`config.mk`:
```
export PLATFORM = sky130hd
export DESIGN_NAME = dbp_corner
export DESIGN_NICKNAME = d
export VERILOG_FILES = /design/src/hdl/dbp_pkg.sv /design/src/hdl/dbp_corner.sv
export SDC_FILE = /design/constraint.sdc
export NUM_CORES = 2
export LEC_CHECK = 0
export BUFFER_PORTS_ARGS = -buffer_cell sky130_fd_sc_hd__buf_2
export CORE_MARGIN = 3
export CORE_UTILIZATION = 45
export CTS_CLUSTER_SIZE = 12
export DETAILED_ROUTE_END_ITERATION = 10
export PLACE_DENSITY = 0.61
export SYNTH_ARGS = -nofsm -noshare
export SYNTH_HDL_FRONTEND = slang
export SYNTH_SLANG_ARGS = --single-unit
```
`constraint.sdc`:
```
create_clock -name clk_i -period 6.65 [get_ports clk_i]
set_input_delay 0.3325 -clock clk_i [delete_from_list [all_inputs] [get_ports clk_i]]
set_output_delay 0.3325 -clock clk_i [all_outputs]
set_load 0.02 [all_outputs]
```
`src/hdl/dbp_pkg.sv`:
```
`timescale 1ns / 1ps

package dbp_pkg;

  // Fixed field widths
  localparam int unsigned QW       = 8;   // quantized input field
  localparam int unsigned SCALE_W  = 20;  // Q0.20 scale, threshold and score
  localparam int unsigned SCORE_W  = 20;
  localparam int unsigned CLS_W    = 6;
  localparam int unsigned MS_W     = 13;  // model size
  localparam int unsigned INV_W    = 20;  // Q8.12 inverse scale
  localparam int unsigned PACK_W   = 24;  // pad and frame register width
  localparam int unsigned MASK_W   = 64;
  localparam int unsigned CFG_W    = 64;  // config write data
  localparam int unsigned CFG_IDX_W = 3;

  // Internal arithmetic widths
  localparam int unsigned DQ_W   = 30;  // (q - zp) * scale, signed Q.20
  localparam int unsigned MP_W   = 43;  // model pixel, signed Q.20
  localparam int unsigned LO_W   = 22;  // low slice of model pixel for split product
  localparam int unsigned HI_W   = MP_W - LO_W;
  localparam int unsigned F_W    = 64;  // frame pixel, signed Q.32
  localparam int unsigned FRAC_W = 20;

  // Configuration register indexes
  typedef enum logic [CFG_IDX_W-1:0] {
    CFG_ZP         = 3'd0,
    CFG_QSCALE     = 3'd1,
    CFG_THRESHOLD  = 3'd2,
    CFG_CLASS_MASK = 3'd3,
    CFG_MODEL_SIZE = 3'd4,
    CFG_PAD        = 3'd5,
    CFG_INV_SCALE  = 3'd6,
    CFG_FRAME      = 3'd7
  } cfg_idx_e;

  // Dequantize one field: (q - zp) * scale
  function automatic logic signed [DQ_W-1:0] dequant(
    input logic signed [QW-1:0]    q,
    input logic signed [QW-1:0]    zp,
    input logic        [SCALE_W-1:0] scale
  );
    logic signed [QW:0]      diff;
    logic signed [SCALE_W:0] sc;
    diff = {q[QW-1], q} - {zp[QW-1], zp};
    sc   = $signed({1'b0, scale});
    return DQ_W'(diff) * DQ_W'(sc);
  endfunction

endpackage

```
`src/hdl/dbp_corner.sv`:
```
`timescale 1ns / 1ps

// One corner lane: dequantize, scale to model pixels, remove pad, map to
// frame pixels and clamp. Five register stages, each loaded by its own enable.
module dbp_corner
  import dbp_pkg::*;
#(
  parameter int unsigned COORD_BITS = 12
) (
  input  logic                        clk_i,
  input  logic [4:0]                  adv_i,
  input  logic signed [QW-1:0]        q_i,
  input  logic signed [QW-1:0]        zp_i,
  input  logic [SCALE_W-1:0]          scale_i,
  input  logic [MS_W-1:0]             model_size_i,
  input  logic [COORD_BITS-1:0]       pad_i,
  input  logic [COORD_BITS-1:0]       dim_i,
  input  logic [INV_W-1:0]            inv_i,
  output logic [COORD_BITS+31:0]      corner_o
);

  localparam int unsigned C_W = COORD_BITS + 32;

  logic signed [DQ_W-1:0]      dq_q;
  logic signed [MP_W-1:0]      prod_q;
  logic signed [MP_W-1:0]      mp_q;
  logic [LO_W+INV_W-1:0]       pp_lo_q;
  logic signed [HI_W+INV_W:0]  pp_hi_q;
  logic [C_W-1:0]              corner_q;

  logic signed [MP_W-1:0]      pad_sh;
  logic signed [INV_W:0]       inv_s;
  logic signed [F_W-1:0]       frame_px;
  logic [COORD_BITS-1:0]       dim_m1;
  logic [C_W-1:0]              hi_bound;
  logic signed [F_W-1:0]       hi_s;
  logic [C_W-1:0]              corner_d;

  assign pad_sh = $signed({{(MP_W-COORD_BITS-FRAC_W){1'b0}}, pad_i, {FRAC_W{1'b0}}});
  assign inv_s  = $signed({1'b0, inv_i});

  // Join the split product and clamp to the frame
  always_comb begin
    frame_px = (F_W'(pp_hi_q) <<< LO_W) + $signed({{(F_W-LO_W-INV_W){1'b0}}, pp_lo_q});
    dim_m1   = dim_i - COORD_BITS'(1);
    hi_bound = (dim_i == '0) ? '0 : {dim_m1, 32'd0};
    hi_s     = $signed({{(F_W-C_W){1'b0}}, hi_bound});
    if (frame_px[F_W-1]) begin
      corner_d = '0;
    end else if (frame_px > hi_s) begin
      corner_d = hi_bound;
    end else begin
      corner_d = frame_px[C_W-1:0];
    end
  end

  always_ff @(posedge clk_i) begin
    // dequantize
    if (adv_i[0]) begin
      dq_q <= dequant(q_i, zp_i, scale_i);
    end
    // scale to model pixels
    if (adv_i[1]) begin
      prod_q <= MP_W'(dq_q) * $signed({{(MP_W-MS_W){1'b0}}, model_size_i});
    end
    // remove pad
    if (adv_i[2]) begin
      mp_q <= prod_q - pad_sh;
    end
    // partial products of model pixel times inverse scale
    if (adv_i[3]) begin
      pp_lo_q <= (LO_W+INV_W)'(mp_q[LO_W-1:0]) * (LO_W+INV_W)'(inv_i);
      pp_hi_q <= (HI_W+INV_W+1)'($signed(mp_q[MP_W-1:LO_W])) * (HI_W+INV_W+1)'(inv_s);
    end
    // sum and clamp
    if (adv_i[4]) begin
      corner_q <= corner_d;
    end
  end

  assign corner_o = corner_q;

endmodule
```
Word level (Yosys, flattened, before mapping) --
Cells that the tools add are included.
Storage, ports and cells: word-level logic and storage cells 18, register bits after elaboration 244
Operators by class: $add $sub $neg 4, reductions and logical operators 1, multiplexer cells 2, $lt $le $gt $ge 1, $mul 4
Operators by type and width (number):
- $mux 44 | 2
- $add 64x43->64 | 1
- $gt 64x45->1 | 1
- $mul 30x14->43 | 1
- $sub 43x33->43 | 1
- $mul 21x21->42 | 1
- $mul 22x20->42 | 1
- $mul 9x21->30 | 1
- $logic_not 12->1 | 1
- $sub 12x1->12 const B | 1
- $sub 8x8->9 | 1

Longest topological paths before layout --
word-level depth 4, mapped depth 33

Worst setup path after synthesis --
No wires, ideal clock.
path kind input to register, start point in inv_i[12], end point reg pp_hi_q[38] (data pin), path buffers 2, stages on the path 27, required time 6.390 ns, library setup time 0.260 ns, arrival 6.749 ns, setup slack -0.358 ns, cells stage by stage clkbuf_1 clkbuf_1 nand2_1 fa_1 inv_1 fa_1 inv_1 fa_1 inv_1 fa_1 fa_1 fa_1 inv_1 fa_1 inv_1 ha_1 a21o_1 a21o_1 a221oi_1 o211ai_1 o21a_1 nand4_1 a41oi_1 o21ai_0 o21ai_0 a21oi_1 xnor2_1
On the way: word-level cells in the longest chain between the ends 1
Ends and longest elaborated chain:
- from (decl) | line dbp_corner.sv:18 | input logic [INV_W-1:0] inv_i,
- $mul 21x21->42 | line dbp_corner.sv:73 | pp_hi_q <= (HI_W+INV_W+1)'($signed(mp_q[MP_W-1:LO_W])) * (HI_W+INV_W+1)'(inv_s);
- to (signal assigned) | line dbp_corner.sv:73
- to (decl) | line dbp_corner.sv:28 | logic signed [HI_W+INV_W:0] pp_hi_q;
No other way between the ends. A chain may end at the register's enable or synchronous reset.

Worst setup path after layout --
start point reg mp_q[6], end point reg pp_lo_q[30] (data pin)
On the way: word-level cells in the longest chain between the ends 1
Ends and longest elaborated chain:
- from (decl) | line dbp_corner.sv:26 | logic signed [MP_W-1:0] mp_q;
- from (signal assigned) | line dbp_corner.sv:68 | mp_q <= prod_q - pad_sh;
- $mul 22x20->42 | line dbp_corner.sv:72 | pp_lo_q <= (LO_W+INV_W)'(mp_q[LO_W-1:0]) * (LO_W+INV_W)'(inv_i);
- to (signal assigned) | line dbp_corner.sv:72
- to (decl) | line dbp_corner.sv:27 | logic [LO_W+INV_W-1:0] pp_lo_q;
No other way between the ends.

==> flow_metrics.tcl <==
set metrics [dict create \
    cp_data_required_time_ns 7.02 \
    grt_start_max_net_pins 55 \
    drt_first_iter_violations 2246 \
    layout-drive-gt1-share_pct 16.98 \
    portBuffers 142 \
    maxCapViolCount 0 \
    drv_slew 0 \
    worstSkewPairLatency_ns 0.63 \
    number_of_remaining_drc_errors 0 \
    detailed_route_wire_length_mm 144.5 \
    worst_ep_arrival_time_ns 7.29 \
    cts.root.buffer_cell "sky130_fd_sc_hd__clkbuf_16" \
    rsz0062_at_grt "true" \
    min-delay-path-class "in -> reg" \
    synth_sequential_area_ratio_pct 12.31 \
    critPathSlowestCell "sky130_fd_sc_hd__fa_1" \
    timing.clock.skew_ns 0.05137 \
    hold_path_depth 3 \
    antenna_violations_before_repair 14 \
    clock.fmax_mhz 144.7 \
    cts_sinks 244 \
    relSlewSlack_pct 17.93 \
    cts-buffers-inserted 30 \
    gr-total-overflow 0 \
    ys_ff_latch 244 \
    htree_num_levels 1 \
    floorplan.initialDensity_pct 45.63 \
    finalSetupViolations 17 \
    routed_wire_length_per_instance_um 16.92 \
    final_core_utilization_pct 53.28 \
    first_global_vias 47240 \
    tightestPinTransition_ns 1.227 \
    ys_types 71 \
    finalCriticalPeriod_ns 6.913 \
    dp.final_hpwl_mm 124.1 \
    grt_pass1_wl_mm 243.6 \
    critPathMostFrequentCell "sky130_fd_sc_hd__fa_1" \
    total_core_area_sq_um 130500 \
    finalWorstSetupSlack_ns -0.2626 \
    fp.dieW_um 369.7 \
    final_area_sq_um 69510 \
    critical_path.endpoint_type "flip-flop" \
    report.final.hold_viol_count 0 \
    ys_dominant_reg_cell "sky130_fd_sc_hd__edfxtp_1" \
    post_synth.cell_area_avg_sq_um 9.665 \
    yosysWarningCount 0 \
    syn_area_sq_um 59540 \
    die_ar_sq_um 136700 \
    timing.setup.critical_path_class "reg -> reg" \
    violations "negative setup slack" \
    fillerInstances 11740 \
    synth_async_reset_ratio_pct 0 \
    max_stage_delay_ns 0.54 \
    row_count 132 \
    cts.path.max_buffers 3 \
    gpl_wtd_cong 0.8886 \
    synth_edf_count 244 \
    path_clk_slew_ns 0.06 \
    die_ht_um 369.7 \
    finalNetCount 8642 \
    drtPass1Iterations 6 \
    crit_fanout 13 \
    outcome "finished, violations left" \
    setup.worst_path.start_class "flip-flop" \
    tritoncts "yes" \
    synthesis.instances 6160 \
    grt_util_all_layers_pct 22.00 \
    placed_area_sq_um 66520 \
    path_cells "buf_4 -> buf_6 -> and2_1 -> fa_1 -> inv_1 -> fa_1 -> fa_1 -> fa_1 -> inv_1 -> fa_1 -> fa_1 -> inv_1 -> fa_1 -> inv_1 -> ha_4 -> a21o_1 -> nand3_2 -> nand2_2 -> o41a_1 -> a22o_1 -> a311oi_2 -> o21bai_1 -> a21oi_1 -> xnor2_1" \
    vias_per_cell 5.025 \
    mappedNetlistNets 8028 \
    period_share_pct 103.9 \
    drt.antenna.violating_nets 0 \
    worst-r2r-cell-count 24 \
    syn2layout_area_growth_pct 16.76 \
    design.portCount 143 \
    via_count 42940 \
]
==> placed cells by master, fill, tap and decap left out, drive strengths merged, types with 7 or more instances in the layout <==
cell type and count:
buf 855, inv 1289, clkinv 12, nor2b 34
edfxtp 244, o21ai 96, o211ai 11, and3 56
nand3 39, o21a 28, a211o 9, fa 1275
o21bai 21, xor2 66, a31o 7, clkbuf 35
nor2 125, o31ai 11, nand2b 63, nor3 28
xnor2 138, ha 494, nor3b 7, a21oi 156
or3 7, and2 714, nand2 753, a31oi 9
or2 9, nor4 13, nand4 11, a21o 77
a211oi 19
==> sequential cells by signal, indices dropped and copies added, names as in the netlist <==
signal,count
corner_o,44
prod_q,43
dq_q,30
pp_hi_q,42
pp_lo_q,42
mp_q,43
==> cell usage after synthesis, drive strengths merged, types with 6 or more instances <==
cell type,n,area share [%]
inv,1286,8.1
fa,1275,43
nand2,753,4.7
and2,714,7.5
ha,494,10
clkbuf,265,1.7
edfxtp,244,12
a21oi,156,1.3
xnor2,138,2.0
nor2,125,0.79
o21ai,96,0.81
a21o,77,0.97
xor2,66,0.97
nand2b,63,0.66
and3,56,0.59
nand3,39,0.34
nor2b,34,0.36
nor3,28,0.24
o21a,28,0.35
o21bai,21,0.27
a211oi,19,0.26
nor4,13,0.16
nand4,11,0.14
o211ai,11,0.14
o31ai,11,0.14
a211o,9,0.13
a31oi,9,0.095
or2,9,0.095
buf,8,0.071
a31o,7,0.10
nor3b,7,0.088
or3,7,0.074
a221oi,6,0.088
o31a,6,0.088
==> cells by family after synthesis <==
family	count (synthesis)	share of synthesized area, %
flops	244	12.31
xor+xnor	204	3.001
mux	5	0.09036
fa+ha+maj	1769	53.25
simple gates	1879	16.06
compound gates	500	5.439
buf+inv	1559	9.850
==> what timing repair did <==
action                     in CTS  in global routing
gates resized for setup       128                177
cloned                          1                  1
pin swaps                     120                164
setup endpoints to repair      37                 55
buffers inserted               56                 52
hold buffers                    0                  0
==> worst max-delay path: cells and delay by family, from the launching register on <==
family / cells / cell delay, ns
flops: 1 / 0.46
fa+ha+maj: 8 / 3.69
compound gates: 6 / 1.56
buf+inv: 6 / 0.53
simple gates: 3 / 0.32
xor+xnor: 1 / 0.10
==> cell type report <==
type | instances | area [sq um] | area share, %
tap | 1742 | 2180 | 3.136
antenna | 6 | 15.01 | 0.02160
inverter | 1286 | 4827 | 6.944
clock inverter | 20 | 222.7 | 0.3204
timing repair buffer | 855 | 6734 | 9.687
sequential | 244 | 7327 | 10.54
clock buffer | 35 | 769.5 | 1.107
multi-input combinational | 4357 | 47440 | 68.24
==> per-layer routing <==
layer	global-route usage, %	vias to the layer above	routed length [um]
met4	4.784	8	3560
met3	2.452	194	6848
met5	0	-	54
met2	38.59	917	71080
met1	29.40	21920	63000
li1	-	19900	-
==> worst paths after layout <==
path	start	endpoint	slack [ns]
min	pad_i[0]	mp_q[20]	0.14
max reg2reg	mp_q[6]	pp_lo_q[30]	-0.26
max	mp_q[6]	pp_lo_q[30]	-0.26
min reg2reg	prod_q[6]	mp_q[6]	0.38
==> metrics by stage <==
stage	worst slack, ns	std cells	TNS, ns	hold WS [ns]
global route	-0.4718	8540	-8.329	0.1238
CTS	-0.1315	8491	-1.096	0.1043
detailed placement	-0.6682	8381	-18.27	0.4045
finish	-0.2626	8545	-1.857	0.1408
global placement	-0.5754	8381	-14.52	0.4007
floorplan	-0.07821	6160	-0.1312	0.4003
Power is not shown: default switching activity piles up to over one toggle a cycle in this logic, so the estimate is an artifact.
